==> src/rtl/sha_pkg.sv <==
// shared types, round constants and sigma functions for the sha-256 hasher
package sha_pkg;

  localparam int BlkWds = 16;
  localparam int HashWds = 8;

  typedef enum logic [2:0] {
    ST_IDLE,
    ST_LOAD,
    ST_ROUND,
    ST_ADD,
    ST_OUT_RD,
    ST_OUT_LD
  } state_t;

  typedef struct packed {
    logic load_w;
    logic load_h;
    logic round;
    logic rotate;
  } rnd_ctl_t;

  function automatic logic [31:0] rotr(input logic [31:0] v, input int n);
    rotr = (v >> n) | (v << (32 - n));
  endfunction

  function automatic logic [31:0] big_s0(input logic [31:0] x);
    big_s0 = rotr(x, 2) ^ rotr(x, 13) ^ rotr(x, 22);
  endfunction

  function automatic logic [31:0] big_s1(input logic [31:0] x);
    big_s1 = rotr(x, 6) ^ rotr(x, 11) ^ rotr(x, 25);
  endfunction

  function automatic logic [31:0] sml_s0(input logic [31:0] x);
    sml_s0 = rotr(x, 7) ^ rotr(x, 18) ^ (x >> 3);
  endfunction

  function automatic logic [31:0] sml_s1(input logic [31:0] x);
    sml_s1 = rotr(x, 17) ^ rotr(x, 19) ^ (x >> 10);
  endfunction

  function automatic logic [31:0] init_h(input logic [2:0] i);
    logic [31:0] r;
    unique case (i)
      3'd0: r = 32'h6a09e667;
      3'd1: r = 32'hbb67ae85;
      3'd2: r = 32'h3c6ef372;
      3'd3: r = 32'ha54ff53a;
      3'd4: r = 32'h510e527f;
      3'd5: r = 32'h9b05688c;
      3'd6: r = 32'h1f83d9ab;
      default: r = 32'h5be0cd19;
    endcase
    return r;
  endfunction

  function automatic logic [31:0] round_k(input logic [5:0] i);
    logic [31:0] r;
    unique case (i)
      6'd0: r = 32'h428a2f98;   6'd1: r = 32'h71374491;
      6'd2: r = 32'hb5c0fbcf;   6'd3: r = 32'he9b5dba5;
      6'd4: r = 32'h3956c25b;   6'd5: r = 32'h59f111f1;
      6'd6: r = 32'h923f82a4;   6'd7: r = 32'hab1c5ed5;
      6'd8: r = 32'hd807aa98;   6'd9: r = 32'h12835b01;
      6'd10: r = 32'h243185be;  6'd11: r = 32'h550c7dc3;
      6'd12: r = 32'h72be5d74;  6'd13: r = 32'h80deb1fe;
      6'd14: r = 32'h9bdc06a7;  6'd15: r = 32'hc19bf174;
      6'd16: r = 32'he49b69c1;  6'd17: r = 32'hefbe4786;
      6'd18: r = 32'h0fc19dc6;  6'd19: r = 32'h240ca1cc;
      6'd20: r = 32'h2de92c6f;  6'd21: r = 32'h4a7484aa;
      6'd22: r = 32'h5cb0a9dc;  6'd23: r = 32'h76f988da;
      6'd24: r = 32'h983e5152;  6'd25: r = 32'ha831c66d;
      6'd26: r = 32'hb00327c8;  6'd27: r = 32'hbf597fc7;
      6'd28: r = 32'hc6e00bf3;  6'd29: r = 32'hd5a79147;
      6'd30: r = 32'h06ca6351;  6'd31: r = 32'h14292967;
      6'd32: r = 32'h27b70a85;  6'd33: r = 32'h2e1b2138;
      6'd34: r = 32'h4d2c6dfc;  6'd35: r = 32'h53380d13;
      6'd36: r = 32'h650a7354;  6'd37: r = 32'h766a0abb;
      6'd38: r = 32'h81c2c92e;  6'd39: r = 32'h92722c85;
      6'd40: r = 32'ha2bfe8a1;  6'd41: r = 32'ha81a664b;
      6'd42: r = 32'hc24b8b70;  6'd43: r = 32'hc76c51a3;
      6'd44: r = 32'hd192e819;  6'd45: r = 32'hd6990624;
      6'd46: r = 32'hf40e3585;  6'd47: r = 32'h106aa070;
      6'd48: r = 32'h19a4c116;  6'd49: r = 32'h1e376c08;
      6'd50: r = 32'h2748774c;  6'd51: r = 32'h34b0bcb5;
      6'd52: r = 32'h391c0cb3;  6'd53: r = 32'h4ed8aa4a;
      6'd54: r = 32'h5b9cca4f;  6'd55: r = 32'h682e6ff3;
      6'd56: r = 32'h748f82ee;  6'd57: r = 32'h78a5636f;
      6'd58: r = 32'h84c87814;  6'd59: r = 32'h8cc70208;
      6'd60: r = 32'h90befffa;  6'd61: r = 32'ha4506ceb;
      6'd62: r = 32'hbef9a3f7;  default: r = 32'hc67178f2;
    endcase
    return r;
  endfunction

endpackage

==> src/rtl/sha_rnd.sv <==
// round unit: working variables and the sixteen-word schedule window
module sha_rnd (
  input  logic              clk,
  input  sha_pkg::rnd_ctl_t ctl,
  input  logic [31:0]       w_in,
  input  logic [31:0]       h_in,
  input  logic [31:0]       k_in,
  output logic [31:0]       a_out
);
  import sha_pkg::*;

  logic [31:0] v [HashWds];
  logic [31:0] w [BlkWds];
  logic [31:0] t1;
  logic [31:0] t2;
  logic [31:0] w_new;

  always_comb begin
    t1 = v[7] + big_s1(v[4]) + ((v[4] & v[5]) ^ (~v[4] & v[6])) + k_in + w[0];
    t2 = big_s0(v[0]) + ((v[0] & v[1]) ^ (v[0] & v[2]) ^ (v[1] & v[2]));
    w_new = w[0] + sml_s0(w[1]) + w[9] + sml_s1(w[14]);
  end

  // schedule window shifts towards index 0
  always_ff @(posedge clk) begin
    if (ctl.load_w || ctl.round) begin
      for (int i = 0; i < BlkWds - 1; i++) w[i] <= w[i + 1];
      w[BlkWds - 1] <= ctl.load_w ? w_in : w_new;
    end
  end

  always_ff @(posedge clk) begin
    if (ctl.load_h) begin
      for (int i = 0; i < HashWds - 1; i++) v[i] <= v[i + 1];
      v[HashWds - 1] <= h_in;
    end else if (ctl.rotate) begin
      for (int i = 0; i < HashWds - 1; i++) v[i] <= v[i + 1];
      v[HashWds - 1] <= v[0];
    end else if (ctl.round) begin
      v[7] <= v[6];
      v[6] <= v[5];
      v[5] <= v[4];
      v[4] <= v[3] + t1;
      v[3] <= v[2];
      v[2] <= v[1];
      v[1] <= v[0];
      v[0] <= t1 + t2;
    end
  end

  assign a_out = v[0];

endmodule

==> src/rtl/sha256_stream_hasher.sv <==
// sha-256 stream hasher: byte intake, block and hash memories, control
// intake: a byte word is taken while the hasher is idle; a full block then stalls
// the input through load, rounds and hash update (through the hash memory)
// finish: the same states, again when a second padding block is needed, then a read
// and a load state per digest word; rate is set by the single round unit
// reset (rst, synchronous): initial hash values, empty buffer, zero length
module sha256_stream_hasher (
  input  logic        clk,
  input  logic        rst,
  input  logic        item_valid,
  output logic        item_stall,
  input  logic        func,
  input  logic [7:0]  data_byte,
  output logic        digest_valid,
  input  logic        digest_stall,
  output logic [31:0] digest_word,
  output logic [2:0]  word_index,
  output logic        last_word
);
  import sha_pkg::*;

  state_t state, state_next;
  logic [5:0] cnt;

  // block buffer memory, one 32-bit word per entry
  logic [31:0] bmem [BlkWds];
  logic [31:0] brd;
  logic        b_we;
  logic [3:0]  b_waddr;
  logic [31:0] b_wdata;
  logic [3:0]  b_raddr;

  // hash word memory; entries without a valid bit read as the initial values
  logic [31:0] hmem [HashWds];
  logic [7:0]  hv;
  logic [31:0] hrd;
  logic        h_we;
  logic [2:0]  h_waddr;
  logic [31:0] h_wdata;
  logic [2:0]  h_raddr;
  logic        h_clr;

  // byte intake
  logic [5:0]  fill;
  logic [23:0] wacc;
  logic [63:0] msg_len;

  // padding control for the block being loaded
  logic        fin;
  logic        extra;
  logic        marker;
  logic        len_here;
  logic [4:0]  pad_pos;
  logic [31:0] pad_word;
  logic [31:0] pad_word_next;

  logic        take;
  logic        out_free;
  logic [3:0]  li;
  logic [31:0] w_in;
  logic [63:0] bits;
  logic [31:0] a_out;
  rnd_ctl_t    ctl;

  assign take     = item_valid && !item_stall;
  assign out_free = !digest_valid || !digest_stall;
  assign item_stall = (state != ST_IDLE);
  assign bits     = {msg_len[60:0], 3'b000};
  assign li       = 4'(cnt - 6'd1);

  // next state
  always_comb begin
    state_next = state;
    unique case (state)
      ST_IDLE: begin
        if (take && (func || fill == 6'd63)) state_next = ST_LOAD;
      end
      ST_LOAD:  if (cnt == 6'd16) state_next = ST_ROUND;
      ST_ROUND: if (cnt == 6'd63) state_next = ST_ADD;
      ST_ADD: begin
        if (cnt == 6'd8) begin
          if (!fin)       state_next = ST_IDLE;
          else if (extra) state_next = ST_LOAD;
          else            state_next = ST_OUT_RD;
        end
      end
      ST_OUT_RD: state_next = ST_OUT_LD;
      ST_OUT_LD: begin
        if (out_free) state_next = (cnt == 6'd7) ? ST_IDLE : ST_OUT_RD;
      end
      default: state_next = ST_IDLE;
    endcase
  end

  // memory and round unit controls
  always_comb begin
    ctl     = '0;
    b_raddr = cnt[3:0];
    h_raddr = cnt[2:0];
    h_we    = 1'b0;
    h_waddr = li[2:0];
    h_wdata = hrd + a_out;
    h_clr   = 1'b0;
    b_we    = 1'b0;
    b_waddr = fill[5:2];
    b_wdata = {wacc, data_byte};
    unique case (state)
      ST_IDLE: b_we = take && !func && (fill[1:0] == 2'd3);
      ST_LOAD: begin
        ctl.load_w = (cnt != 6'd0);
        ctl.load_h = (cnt != 6'd0) && (cnt <= 6'd8);
      end
      ST_ROUND: ctl.round = 1'b1;
      ST_ADD: begin
        ctl.rotate = (cnt != 6'd0);
        h_we       = (cnt != 6'd0);
      end
      ST_OUT_RD: ;
      ST_OUT_LD: h_clr = out_free && (cnt == 6'd7);
      default: ;
    endcase
  end

  // schedule word: memory up to the pad point, then marker, zeros, length
  always_comb begin
    if ({1'b0, li} < pad_pos)       w_in = brd;
    else if ({1'b0, li} == pad_pos) w_in = marker ? pad_word : 32'h0;
    else if (len_here && li >= 4'd14) w_in = li[0] ? bits[31:0] : bits[63:32];
    else                            w_in = 32'h0;
  end

  // marker byte goes after the bytes already gathered in the partial word
  always_comb begin
    unique case (fill[1:0])
      2'd0: pad_word_next = 32'h80000000;
      2'd1: pad_word_next = {wacc[7:0], 8'h80, 16'h0};
      2'd2: pad_word_next = {wacc[15:0], 8'h80, 8'h0};
      default: pad_word_next = {wacc, 8'h80};
    endcase
  end

  sha_rnd u_rnd (
    .clk   (clk),
    .ctl   (ctl),
    .w_in  (w_in),
    .h_in  (hrd),
    .k_in  (round_k(cnt)),
    .a_out (a_out)
  );

  always_ff @(posedge clk) begin
    if (b_we) bmem[b_waddr] <= b_wdata;
    brd <= bmem[b_raddr];
  end

  always_ff @(posedge clk) begin
    if (h_we) hmem[h_waddr] <= h_wdata;
    hrd <= hv[h_raddr] ? hmem[h_raddr] : init_h(h_raddr);
  end

  always_ff @(posedge clk) begin
    if (rst) begin
      hv <= '0;
    end else if (h_clr) begin
      hv <= '0;
    end else if (h_we) begin
      hv[h_waddr] <= 1'b1;
    end
  end

  // state and counter
  always_ff @(posedge clk) begin
    if (rst) begin
      state <= ST_IDLE;
      cnt   <= '0;
    end else begin
      state <= state_next;
      if (state == ST_OUT_RD) cnt <= cnt;
      else if (state == ST_OUT_LD) cnt <= out_free ? cnt + 6'd1 : cnt;
      else if (state_next != state || (state == ST_ADD && state_next == ST_LOAD)) cnt <= '0;
      else if (state == ST_ADD && cnt == 6'd8) cnt <= '0;
      else if (state != ST_IDLE) cnt <= cnt + 6'd1;
      // digest readout starts from word zero
      if (state == ST_ADD && state_next == ST_OUT_RD) cnt <= '0;
    end
  end

  // byte intake, length and padding control
  always_ff @(posedge clk) begin
    if (rst) begin
      fill     <= '0;
      msg_len  <= '0;
      fin      <= 1'b0;
      extra    <= 1'b0;
      marker   <= 1'b0;
      len_here <= 1'b0;
      pad_pos  <= 5'd16;
    end else begin
      if (take && !func) begin
        wacc    <= {wacc[15:0], data_byte};
        fill    <= fill + 6'd1;
        msg_len <= msg_len + 64'd1;
        fin     <= 1'b0;
        pad_pos <= 5'd16;
        marker  <= 1'b0;
        len_here <= 1'b0;
        extra   <= 1'b0;
      end else if (take && func) begin
        fin      <= 1'b1;
        pad_pos  <= {1'b0, fill[5:2]};
        pad_word <= pad_word_next;
        marker   <= 1'b1;
        extra    <= (fill[5:3] == 3'b111);
        len_here <= (fill[5:3] != 3'b111);
        fill     <= '0;
      end
      // second padding block: zeros and the length only
      if (state == ST_ADD && cnt == 6'd8 && fin && extra) begin
        extra    <= 1'b0;
        marker   <= 1'b0;
        len_here <= 1'b1;
        pad_pos  <= 5'd0;
      end
      if (h_clr) msg_len <= '0;
    end
  end

  // digest output register
  always_ff @(posedge clk) begin
    if (rst) begin
      digest_valid <= 1'b0;
    end else if (state == ST_OUT_LD && out_free) begin
      digest_valid <= 1'b1;
    end else if (!digest_stall) begin
      digest_valid <= 1'b0;
    end
  end

  always_ff @(posedge clk) begin
    if (state == ST_OUT_LD && out_free) begin
      digest_word <= hrd;
      word_index  <= cnt[2:0];
      last_word   <= (cnt == 6'd7);
    end
  end

`ifndef SYNTHESIS
  a_round_to_add: assert property (@(posedge clk) disable iff (rst)
    (state == ST_ROUND && cnt == 6'd63) |=> (state == ST_ADD))
    else $error("round count did not end in hash update");

  a_last_idx: assert property (@(posedge clk) disable iff (rst)
    digest_valid |-> (last_word == (word_index == 3'd7)))
    else $error("last word flag disagrees with index");

  a_hash_clear: assert property (@(posedge clk) disable iff (rst)
    (state == ST_OUT_LD && out_free && cnt == 6'd7) |=> (hv == 8'h00 && msg_len == 64'd0))
    else $error("hash state not restored after digest");
`endif

endmodule

==> config.mk <==
export PLATFORM = sky130hd
export DESIGN_NAME = sha256_stream_hasher
export DESIGN_NICKNAME = d
export VERILOG_FILES = /design/src/rtl/sha_pkg.sv /design/src/rtl/sha_rnd.sv /design/src/rtl/sha256_stream_hasher.sv
export SDC_FILE = /design/constraint.sdc
export NUM_CORES = 2
export LEC_CHECK = 0
export ABC_AREA = 1
export ABC_CLOCK_PERIOD_IN_PS = 18250
export BUFFER_PORTS_ARGS = -buffer_cell sky130_fd_sc_hd__clkbuf_2
export CAP_MARGIN = 10
export CORE_ASPECT_RATIO = 1.25
export CORE_MARGIN = 2
export CORE_UTILIZATION = 45
export CTS_BUF_LIST = sky130_fd_sc_hd__clkbuf_4 sky130_fd_sc_hd__clkbuf_8
export DETAILED_ROUTE_END_ITERATION = 8
export GPL_TIMING_DRIVEN = 0
export PLACE_DENSITY = 0.71
export SLEW_MARGIN = 20
export SYNTH_ARGS = -nofsm -noshare
export SYNTH_HDL_FRONTEND = slang
export SYNTH_SLANG_ARGS = --single-unit
==> constraint.sdc <==
create_clock -name clk -period 18.25 [get_ports clk]
set_input_delay 1.825 -clock clk [delete_from_list [all_inputs] [get_ports clk]]
set_output_delay 1.825 -clock clk [all_outputs]
set_load 0.02 [all_outputs]
==> results summary <==
The flow ran to the end, and the final reports show no timing, DRC or antenna violations. The mapped cell area came out at 85200 um^2. Yosys printed 0 warnings. Based on the critical path, the design can be clocked at up to 109 MHz. The number of slew-limit violations in the final report came out at 0.

The width of the die is 393 um. STA puts the critical path data required time at 19050 ps. The HPWL reported at the end of detailed placement came out at 228 mm.

The area inside the core boundary came out at 188000 um^2. The count of buffers added by post-CTS timing repair for setup is 0. STA puts the critical path data arrival time at 10020 ps. Setup repair after global routing left no endpoint under its margin. The power density over cell area came out at 154 nW/um^2. The relative max-transition margin came out at 0.134.

The number of hold buffers added after cts is 0. The number of cells upsized or downsized after cts is 0. The number of buffer and inverter stages on the critical path is 2. In this design, the stage delay of the slowest critical-path cell is 940 ps.

The net count after synthesis is 7991. For the worst-skew pair, the clock arrives at the later sink with an insertion delay of 1100 ps. The count of cells along the worst register-to-register path came out at 27. The final-report setup violation count came out at 0. The clock input transition at the sequential cells of the worst setup and hold paths came out at 70 ps. The peak supply drop is 0.000158 V. By area, the combinational part of the netlist is dominated by simple AND/OR/NAND/NOR gates.

The tightest hold path in the finished design has a slack of 363 ps. The largest net degree at the start of global routing came out at 60. For hold timing, the worst endpoint is u_rnd.w[1][108]. Summed over all failing endpoints, the final setup total negative slack is 0 ps. The cell family contributing the most delay on the critical path is compound AO/OA/AOI/OAI gates. The number of antenna violations at the first check in global routing is 13. The floorplan step defined a die boundary enclosing 193000 um^2. The most instantiated flip-flop cell in the synthesis netlist is sky130_fd_sc_hd__edfxtp_1. The count of endpoints failing hold in the final timing report came out at 0. The ratio of routed vias to standard cells is 5.83. The max-capacitance violation count came out at 0.

The worst setup path is of the reg2reg kind. The number of global-route vias before repair came out at 61371. With fillers left out, the area of the finished cells amounts to 96200 um^2. Of the total synthesized cell area, the portion taken by XOR and XNOR cells is 0.0404. The logic gate share of total power is 0.418.

The starting density of the core is 0.453. The sequential share of power is 0.333. The transition time of the tightest slew-check pin came out at 1290 ps. The ratio of final minimum period to clock period came out at 0.505.

The multi-input combinational cells in the finished layout cover a total of 28500 um^2. The launch instance of the worst register-to-register path is u_rnd.v[1][26]. The count of different cell masters after synthesis is 65. The smallest clock period supported by the final layout is computed as 9210 ps. The number of buffer cells added on primary ports is 50.

The congestion estimate from routability-driven global placement came to 1.04. The startpoint kind of the worst setup timing path is a flip-flop. The share of layout cells above drive strength 1 is 0.0898. On the critical path, the stage with the largest delay is an instance of sky130_fd_sc_hd__xor2_1. The final routed DRC violation total is 0. TritonCTS built the clock tree. The post-synthesis cell count is 7602. The synthesized design contains 1814 register bits. CTS placed an instance of sky130_fd_sc_hd__clkbuf_8 at the clock tree root. The total track usage came out at 0.311. After detailed placement, the total cell area comes to 90100 um^2. The routed layout has 62762 vias.

The fraction of the mapped netlist area in compound gates is 0.105. The final layout contains 8403 nets. The final setup skew is 134 ps. The total wirelength of the detailed-routed design came out at 303 mm. The number of fill cells in the layout came out at 16450. STA classifies the critical path endpoint as a flip-flop. The arithmetic-cell share of the synthesized area counting full adders, half adders and majority gates is 0.0725.

The violation count after the first detailed-route iteration is 8203. The switching power as a share of total power came out at 0.412. The most numerous cell type found on the critical path is sky130_fd_sc_hd__o21ai_0.

The CTS buffer count came out at 304. The die height is 491 um. In this run the critical register-to-register path is captured at u_rnd.v[0][28]. The cell depth of the worst min-delay path is 0. The floorplan has 178 rows. The portion of the post-synthesis area used by sequential elements came out at 0.617. The static power due to leakage came out at 35.7 nW. After synthesis, the mean cell area works out to 11.2 um^2. No sink is reached through more buffers than the 4 on the longest clock path. The worst hold path begins at u_rnd.w[1][140]. The fraction of synthesized area in multiplexers came out at 0.000352. The number of flops mapped to enable cells by yosys is 1621. The global route total overflow came out at 0.

The internal power component is 8.70 mW. For this run, the detailed router's first-pass iteration total came to 6. The switching component of the power is 6.10 mW. Of all flip-flops after synthesis, the portion carrying an async set or reset was 0.

Summing all flip-flop and latch instances after layout gives 52500 um^2. The H-tree generated during clock tree synthesis spans 5 levels. The count of clock tree sinks came out at 1814.

The share of total power dissipated in the clock network is 0.249. The count of nets left with antenna violations after detail routing came out at 0. The count of cell instances traversed by the critical path is 27.

The routed length per placed instance is 28.1 um. Along the worst path, the maximum fanout reaches 7. The worst-case register-to-register setup slack came out at 9040 ps. In this run the worst hold path is classified as reg2reg. The number of placed I/O pins came out at 51. The power after layout came out at 14.8 mW. The first global-routing pass estimated 429 mm of wire. The area growth from synthesis to final layout is 12.9%. The post-synthesis share of cell area spent on and, or, nand and nor gates is 0.114.
## kinds of logic (layout without fill, tap and decap cells)
kind of cell | after synthesis | in the layout
and+or+nand+nor | 2318 | 2318
DFF | 1814 | 1814
AOI/OAI and AO/OA | 1553 | 1553
buffers and inverters | 1139 | 1775
xor gates and xnor gates | 393 | 393
adders and majority gates | 382 | 382
muxes | 3 | 3
other | 0 | 10
## Yosys cell counts, types with 15 or more instances
library cell               number  area share
sky130_fd_sc_hd__xor2_1       226       0.023
sky130_fd_sc_hd__nand3_1      340       0.020
sky130_fd_sc_hd__fa_1         188       0.044
sky130_fd_sc_hd__dfxtp_1      193       0.045
sky130_fd_sc_hd__nor4_1        19      0.0014
sky130_fd_sc_hd__nor2_1       555       0.024
sky130_fd_sc_hd__buf_2         22      0.0013
sky130_fd_sc_hd__o21bai_1      15      0.0013
sky130_fd_sc_hd__inv_1        793       0.035
sky130_fd_sc_hd__nand2_1     1197       0.053
sky130_fd_sc_hd__o221ai_1      18      0.0019
sky130_fd_sc_hd__o211ai_1      78      0.0069
sky130_fd_sc_hd__a22oi_1       33      0.0029
sky130_fd_sc_hd__ha_1         188       0.028
sky130_fd_sc_hd__a21oi_1      311       0.018
sky130_fd_sc_hd__clkbuf_1     261       0.011
sky130_fd_sc_hd__edfxtp_1    1621        0.57
sky130_fd_sc_hd__or2_2         20      0.0015
sky130_fd_sc_hd__o21a_1        17      0.0015
sky130_fd_sc_hd__nand4_1       40      0.0029
sky130_fd_sc_hd__buf_1         29      0.0013
sky130_fd_sc_hd__a31oi_1       39      0.0029
sky130_fd_sc_hd__o21ai_0      789       0.046
sky130_fd_sc_hd__xnor2_1      167       0.017
sky130_fd_sc_hd__o22ai_1       77      0.0057
sky130_fd_sc_hd__nor3_1        93      0.0055
sky130_fd_sc_hd__a221oi_1      97       0.010
## worst reg2reg max path, delay by kind of cell, from the launching register on
| family | cells | cell delay [ps] |
|---|---|---|
| xor gates and xnor gates | 4 | 1770 |
| adders and majority gates | 6 | 2610 |
| and+or+nand+nor | 4 | 500 |
| DFF | 1 | 340 |
| buffers and inverters | 2 | 730 |
| AOI/OAI and AO/OA | 11 | 3010 |
## metrics by stage
step                std cells  setup WS [ps]   util
CTS                     10758           9200  0.511
global route            10759           8680  0.511
global placement        10172          -1760  0.471
finish                  10768           9040  0.511
floorplan                7602           4080      -
detailed placement      10228           9250  0.479
## metal layers
layer / wire length (um) / global-route usage / part of all wire
met5: 44 / 0 / 0.00015
met4: 22400 / 0.199 / 0.074
met3: 28800 / 0.0592 / 0.095
met2: 141000 / 0.490 / 0.46
met1: 111000 / 0.393 / 0.37
## final cells by class
type | count | area share
Tap cell | 2520 | 0.0328
Timing Repair Buffer | 106 | 0.0160
Inverter | 811 | 0.0317
Clock buffer | 415 | 0.0537
Buffer | 328 | 0.0139
Antenna cell | 10 | 0.000260
Clock inverter | 115 | 0.00917
Multi-Input combinational cell | 4649 | 0.296
Sequential cell | 1814 | 0.546
## worst max path at each step
stage | slack, ps | startpoint | to
floorplan | 4080 | cnt[0] | u_rnd.w[0][0]
global placement | -1760 | cnt[0] | u_rnd.w[0][227]
detailed placement | 9250 | u_rnd.v[1][26] | u_rnd.v[0][28]
CTS | 9200 | u_rnd.v[1][26] | u_rnd.v[0][28]
global route | 8680 | u_rnd.v[1][26] | u_rnd.v[0][28]
finish | 9040 | u_rnd.v[1][26] | u_rnd.v[0][28]
## flip-flops by register name (all words and copies together) (netlist names), 5 cells and up, named ones only
name	flops
pad_pos	5
wacc	24
brd	32
hmem	256
cnt	6
u_rnd.w	512
pad_word	25
hv	8
fill	6
digest_word	32
u_rnd.v	256
bmem	512
hrd	32
u_rnd.k_in	32
msg_len	61
## power by group through the flow
stage	registers (mW)	logic, mW	clock network [mW]
CTS	4.92	6.02	3.72
floorplan	4.95	3.88	0
global route	4.93	6.68	3.90
finish	4.93	6.18	3.68
global placement	5.07	5.95	0
detailed placement	5.01	5.97	0
## cells in the final DEF, fill, tap and decap left out, types with 32 or more instances in the layout
cell                       netlist  layout
sky130_fd_sc_hd__nand2_1      1197    1193
sky130_fd_sc_hd__inv_1         793     793
sky130_fd_sc_hd__clkinv_1        3      53
sky130_fd_sc_hd__clkbuf_2        0      50
sky130_fd_sc_hd__ha_1          188     188
sky130_fd_sc_hd__clkbuf_8        0     328
sky130_fd_sc_hd__clkinv_2        0      40
sky130_fd_sc_hd__a21oi_1       311     311
sky130_fd_sc_hd__nand3_1       340     340
sky130_fd_sc_hd__edfxtp_1     1621    1621
sky130_fd_sc_hd__nand4_1        40      40
sky130_fd_sc_hd__nor2_1        555     529
sky130_fd_sc_hd__clkbuf_4        0      87
sky130_fd_sc_hd__fa_1          188     188
sky130_fd_sc_hd__xor2_1        226     226
sky130_fd_sc_hd__xnor2_1       167     164
sky130_fd_sc_hd__a22oi_1        33      33
sky130_fd_sc_hd__clkbuf_1      261     261
sky130_fd_sc_hd__dfxtp_1       193     193
sky130_fd_sc_hd__o22ai_1        77      77
sky130_fd_sc_hd__o211ai_1       78      78
sky130_fd_sc_hd__a221oi_1       97      97
sky130_fd_sc_hd__o21ai_0       789     788
sky130_fd_sc_hd__a31oi_1        39      39
sky130_fd_sc_hd__buf_16          0      32
sky130_fd_sc_hd__nor3_1         93      92
Power figures use the tool's default switching activity.
